<file path="src/sv/packet_airtime_calc_defines.svh">
// assertion macros for the packet airtime calculator
// no dependencies; expects clk and rst_n in the including module

`ifndef PACKET_AIRTIME_CALC_DEFINES_SVH
`define PACKET_AIRTIME_CALC_DEFINES_SVH

// same-cycle implication, disabled during reset
`define PAT_ASSERT_NOW(label, ante, cons) \
    label: assert property (@(posedge clk) disable iff (!rst_n) (ante) |-> (cons)) \
        else $error("packet_airtime_calc: same-cycle check failed");

// next-cycle implication, disabled during reset
`define PAT_ASSERT_NEXT(label, ante, cons) \
    label: assert property (@(posedge clk) disable iff (!rst_n) (ante) |=> (cons)) \
        else $error("packet_airtime_calc: next-cycle check failed");

`endif

</file>
<file path="src/sv/pat_pkg.sv">
// shared types and constants for the packet airtime calculator
// no dependencies; used by the interfaces, pat_air_scale and the top level

package pat_pkg;

    localparam int PL_W      = 8;
    localparam int CODE_W    = 4;
    localparam int SF_W      = 4;
    localparam int CR_W      = 3;
    localparam int SYMS_W    = 11;
    localparam int AIR_W     = 36;
    localparam int RATE_W    = 16;
    localparam int BW_W      = 19;
    localparam int PRE_W     = 16;
    localparam int X_W       = 31;
    localparam int CFG_IDX_W = 8;
    localparam int CFG_VAL_W = 16;
    localparam int BW_CODES  = 10;

    // bandwidth in hz for each code
    localparam logic [BW_W-1:0] BW_HZ [BW_CODES] = '{
        19'd7812,  19'd10417,  19'd15625,  19'd20833,  19'd31250,
        19'd41667, 19'd62500,  19'd125000, 19'd250000, 19'd500000
    };

    localparam logic [SF_W-1:0] SF_MIN = 4'd5;
    localparam logic [SF_W-1:0] SF_MAX = 4'd12;
    localparam logic [CR_W-1:0] CR_MIN = 3'd1;
    localparam logic [CR_W-1:0] CR_MAX = 3'd4;

    // register indexes
    localparam logic [CFG_IDX_W-1:0] REG_PREAMBLE   = 8'd0;
    localparam logic [CFG_IDX_W-1:0] REG_CRC_ON     = 8'd1;
    localparam logic [CFG_IDX_W-1:0] REG_EXPLICIT   = 8'd2;
    localparam logic [CFG_IDX_W-1:0] REG_LOW_RATE   = 8'd3;
    localparam logic [CFG_IDX_W-1:0] REG_DEFAULT_SF = 8'd4;
    localparam logic [CFG_IDX_W-1:0] REG_DEFAULT_CR = 8'd5;

    typedef struct packed {
        logic [PL_W-1:0]   payload_bytes;
        logic [CODE_W-1:0] bw_code;
        logic              has_request;
        logic [SF_W-1:0]   req_sf;
        logic [CR_W-1:0]   req_cr;
    } pat_in_t;

    typedef struct packed {
        logic [SYMS_W-1:0] payload_symbols;
        logic [AIR_W-1:0]  airtime_us;
        logic [RATE_W-1:0] bitrate_bps;
        logic [BW_W-1:0]   bandwidth_hz;
    } pat_out_t;

    typedef struct packed {
        logic [CFG_IDX_W-1:0] index;
        logic [CFG_VAL_W-1:0] value;
    } pat_cfg_t;

endpackage

</file>
<file path="src/sv/pat_air_scale.sv">
// two-stage scaling of quarter-symbol chip time to microseconds
// depends on pat_pkg (bandwidth table, widths)

module pat_air_scale
    import pat_pkg::*;
(
    input  logic              clk,
    input  logic              en,
    input  logic [X_W-1:0]    x,
    input  logic [CODE_W-1:0] code,
    output logic [AIR_W-1:0]  airtime
);

    localparam int RECIP_SHIFT = 50;
    localparam int HALF_W      = 28;
    localparam int RECIP_W     = 2 * HALF_W;
    localparam int PROD_W      = X_W + HALF_W;
    localparam int SUM_W       = PROD_W + HALF_W;

    // 250000 * 2^50, scale for x * 1e6 / (4 * bw)
    localparam logic [71:0] AIR_SCALE = 72'd250000 << RECIP_SHIFT;

    // ceil(AIR_SCALE / bw), exact floor for every x below 2^31
    localparam logic [RECIP_W-1:0] AIR_RECIP [BW_CODES] = '{
        RECIP_W'((AIR_SCALE + 72'(BW_HZ[0]) - 72'd1) / 72'(BW_HZ[0])),
        RECIP_W'((AIR_SCALE + 72'(BW_HZ[1]) - 72'd1) / 72'(BW_HZ[1])),
        RECIP_W'((AIR_SCALE + 72'(BW_HZ[2]) - 72'd1) / 72'(BW_HZ[2])),
        RECIP_W'((AIR_SCALE + 72'(BW_HZ[3]) - 72'd1) / 72'(BW_HZ[3])),
        RECIP_W'((AIR_SCALE + 72'(BW_HZ[4]) - 72'd1) / 72'(BW_HZ[4])),
        RECIP_W'((AIR_SCALE + 72'(BW_HZ[5]) - 72'd1) / 72'(BW_HZ[5])),
        RECIP_W'((AIR_SCALE + 72'(BW_HZ[6]) - 72'd1) / 72'(BW_HZ[6])),
        RECIP_W'((AIR_SCALE + 72'(BW_HZ[7]) - 72'd1) / 72'(BW_HZ[7])),
        RECIP_W'((AIR_SCALE + 72'(BW_HZ[8]) - 72'd1) / 72'(BW_HZ[8])),
        RECIP_W'((AIR_SCALE + 72'(BW_HZ[9]) - 72'd1) / 72'(BW_HZ[9]))
    };

    logic               bad;
    logic [RECIP_W-1:0] recip;
    logic [PROD_W-1:0]  p_lo_next, p_hi_next;
    logic [PROD_W-1:0]  p_lo_reg, p_hi_reg;
    logic               bad_reg;
    logic [SUM_W-1:0]   sum;
    logic [AIR_W-1:0]   airtime_next;
    logic [AIR_W-1:0]   airtime_reg;

    // partial products against the two halves of the reciprocal
    always_comb
    begin
        bad       = (code >= CODE_W'(BW_CODES));
        recip     = bad ? '0 : AIR_RECIP[code];
        p_lo_next = PROD_W'(x) * PROD_W'(recip[HALF_W-1:0]);
        p_hi_next = PROD_W'(x) * PROD_W'(recip[RECIP_W-1:HALF_W]);
    end

    always_comb
    begin
        sum          = {p_hi_reg, {HALF_W{1'b0}}} + SUM_W'(p_lo_reg);
        airtime_next = bad_reg ? '1 : sum[RECIP_SHIFT+AIR_W-1:RECIP_SHIFT];
    end

    always_ff @(posedge clk)
    begin
        if (en)
        begin
            p_lo_reg    <= p_lo_next;
            p_hi_reg    <= p_hi_next;
            bad_reg     <= bad;
            airtime_reg <= airtime_next;
        end
    end

    assign airtime = airtime_reg;

endmodule

</file>
<file path="config.mk">
export PLATFORM = sky130hd
export DESIGN_NAME = pat_air_scale
export DESIGN_NICKNAME = d
export VERILOG_FILES = /design/src/sv/packet_airtime_calc_defines.svh /design/src/sv/pat_pkg.sv /design/src/sv/pat_air_scale.sv
export SDC_FILE = /design/constraint.sdc
export NUM_CORES = 2
export LEC_CHECK = 0
export ABC_AREA = 1
export BUFFER_PORTS_ARGS = -buffer_cell sky130_fd_sc_hd__buf_4
export CAP_MARGIN = 20
export CORE_MARGIN = 2
export CORE_UTILIZATION = 25
export CTS_CLUSTER_SIZE = 40
export DETAILED_ROUTE_END_ITERATION = 8
export GPL_TIMING_DRIVEN = 0
export HOLD_SLACK_MARGIN = 0.02
export PLACE_DENSITY = 0.46
export SKIP_CTS_REPAIR_TIMING = 1
export SYNTH_ARGS = -nofsm -noshare
export SYNTH_HDL_FRONTEND = slang
export SYNTH_SLANG_ARGS = --single-unit
export TNS_END_PERCENT = 50
</file>
<file path="constraint.sdc">
create_clock -name clk -period 15.8 [get_ports clk]
set_input_delay 0.79 -clock clk [delete_from_list [all_inputs] [get_ports clk]]
set_output_delay 0.79 -clock clk [all_outputs]
set_load 0.01 [all_outputs]
</file>
==> summary.md <==
| Metric | Value |
|---|---|
| Status | finished, final reports clean |
| Post-route DRC | 0 |
| Netlist Area Pre-Place | 0.0561 mm^2 |
| Count of buffers from port buffering | slightly below 60 |
| Max reg flops | 58 |
| Final Hold Viols | 0 |
| Fmax | 106 MHz |
| Row count | 173 |
| Period utilization | 0.598 |
| Synth top area share | 0.466 |
| Total Routing Usage GR | 0.224 |
| Critical Path AT | 9.64 ns |
| Antenna-violating nets left | 0 |
| Placed Cells | 9,603 |
| Synth top area cells | fa_1, inv_1, ha_1 |
| Cell taking the most area after synthesis | fa_1 |
| Sw Share | 0.618 |
| Placer Congestion | approximately 1.0 |
| Fin util | 0.276 |
| Unique masters post-synth | 46 |
| CP Launch Type | input port |
| Worst R2R Path Depth | 10 |
| CP max FO | 10 |
| Met2 WL post-DR | roughly 110 mm |
| Reg2reg start | p_hi_reg[11] |
| Vias in the first global route | around 48,000 |
| Die Y | 478 um |
| Worst slew pin tran | ~1.3 ns |
| RSZ-0062 raised after global routing | false |
| Initial Util | 0.252 |
| Synth Register Bits | 126 |
| Final wirelength | 254 mm |
| I/O pin count | 73 |
| Core Area | roughly 0.22 mm^2 |
| Sw power | 4.85 mW |
| Setup Viol. Count Final | 0 |
| Slew margin rel. | 0.162 |
| Top cells by count, synth | inv_1, fa_1, nand2_1, nor2_1, ha_1 |
| Top-count cell post-synth | inv_1 |
| WL met1 | 110 mm |
| Max Used Layer | met5 |
| Crit path launch | code[1] |
| Sink Count | 126 |
| Fin crit period | 9.45 ns |
| Initial antenna violation count | 17 |
| Area grow syn2layout | 9.65% |
| Mapped Avg Cell Area | 8.58 um^2 |
| DIE WIDTH | around 480 um |
| Share of cells above drive strength 1 | 0.0360 |
| Setup TNS | 0 ns |
| Maxcap violations | 0 |
| Largest net degree at the start of global routing | between 70 and 80 |
| TritonCTS buffer count | 17 |
| TritonRoute pass-1 iters | 6 |
| Combinational Power Share | 0.847 |
| # H-tree levels | 4 |
| Post-synthesis sequential area ratio | 0.0675 |
| Worst reg2reg path endpoint | airtime[0] |
| Fin cells | approximately 9,600 |
| Clock power share | 0.054 |
| HP Class | flop to flop |
| Nets | 8,582 |
| CP Capture Point | p_lo_reg[51] |
| Total Die Area | 0.228 mm^2 |
| Clk_skew | 0.0118 ns |
| CP Capture Type | flop |
| Yosys warns | 0 |
| Flop pwr share | 0.099 |
| Vias per cell | about 4.6 |
| Fin area | 0.0615 mm^2 |
| Syn_nets | between 8,000 and 9,000 |
| Met3 wire length | 16.8 mm |
| Clock Latency Late Sink | 0.45 ns |
| Detail Placement HPWL | approximately 230 mm |
| Power Internal | 2.99 mW |
| Pwr dens | between 100 and 150 mW/mm^2 |
| Global route total overflow | 0 |
| Final Max Slew Viols | 0 |
| EDFF count, synth | 126 |
| Syn Inst Count | roughly 6,500 |
| First-pass GRT wire length | 360 mm |
| Most used DFF post-synth | edfxtp_1 |
| First DRT Iteration DRCs | 3,388 |
| Via count | 43,900 |
| Reg clk slew, reported paths | 0.06 ns |
| CTS tree | built |
| Avg WL per Cell | 26.3 um |
| Area post-placement | 0.0608 mm^2 |
| Leak | 31.9 nW |
| Root buf cell | clkbuf_16 |
| Maximum VDD drop | 0.114 mV |
| Critical Path RT | ~16 ns |
| Worst setup path category | input port to flop |
| Async SR Flop Fraction | 0 |
| Reg2reg setup slack | 12.97 ns |
| Largest buffer count on any clock path | 2 |
-- cell families after synthesis --
family,after synthesis,synth area share
compound gates,420,0.0418
fa+ha+maj,1892,0.597
flops,126,0.0675
simple gates,1833,0.134
xor+xnor,82,0.0128
buf+inv,2181,0.147
-- how the worst min path moves through the flow --
| stage | startpoint | endpoint | cells past startpoint |
|---|---|---|---|
| floorplan | p_hi_reg[57] | airtime[35] | 2 |
| global placement | p_hi_reg[54] | airtime[32] | 2 |
| detailed placement | p_hi_reg[54] | airtime[32] | 2 |
| CTS | p_hi_reg[54] | airtime[32] | 2 |
| global route | p_hi_reg[54] | airtime[32] | 2 |
| finish | p_hi_reg[54] | airtime[32] | 2 |
-- cells in the final DEF (no fill, tap or decap), drive strengths merged, types with 8 or more instances in the layout --
cell / count
xnor2: 22
nor3: 48
nand2: 771
nand4: 29
clkinv: 20
xor2: 60
nand3b: 8
nand3: 169
o21ai: 128
edfxtp: 126
o21bai: 27
inv: 2070
nor2: 782
ha: 586
fa: 1306
nor4: 13
a31oi: 21
clkbuf: 85
buf: 132
a21oi: 197
a21o: 26
-- final cells by class --
cell class / count / area, um^2
fillers: 24500 / 161000
multi-input cells: 4227 / 44100
inverters: 2082 / 7820
flip-flops and latches: 126 / 3780
well taps: 2975 / 3720
repair buffers: 100 / 1030
clock buffers: 18 / 429
plain buffers: 99 / 408
clock inverters: 14 / 193
diodes: 6 / 15.0
-- per-stage QoR --
stage / hold WS, ns / power, mW / worst slack (ns)
floorplan: 0.563 / 4.67 / 8.20
global placement: 0.641 / 7.35 / 5.36
detailed placement: 0.647 / 7.36 / 5.94
CTS: 0.665 / 7.83 / 6.42
global route: 0.708 / 8.60 / 6.06
finish: 0.669 / 7.85 / 6.35
-- power by group through the flow --
stage / Sequential (mW) / Clock (mW) / Combinational [mW]
global placement: 0.783 / 0 / 6.57
floorplan: 0.727 / 0 / 3.94
CTS: 0.778 / 0.429 / 6.62
global route: 0.788 / 0.441 / 7.37
detailed placement: 0.783 / 0 / 6.57
finish: 0.777 / 0.420 / 6.65
-- critical path, stage by stage --
cell and delay [ns]:
buf_4 0.16, inv_1 0.11, ha_1 0.15, inv_1 0.06, nor2_1 0.16, inv_2 0.10, buf_2 0.26, buf_1 0.41
nor2_1 1.00, inv_1 0.51, fa_1 0.64, fa_1 0.52, fa_1 0.49, inv_1 0.05, fa_1 0.49, fa_1 0.44
fa_1 0.50, inv_1 0.05, fa_1 0.48, inv_1 0.20, ha_1 0.56, nand2_1 0.12, nor2_1 0.15, inv_1 0.09
nor3_1 0.49, nand3_1 0.35, nand3_1 0.18, nand2_1 0.09
-- routing by layer --
metal | vias to the layer above | GRT usage
met5 | - | 0
met4 | 6 | 0.109
met1 | 22600 | 0.300
li1 | 19300 | -
met3 | 431 | 0.0328
met2 | 1602 | 0.354
Power figures use the tool's default switching activity.
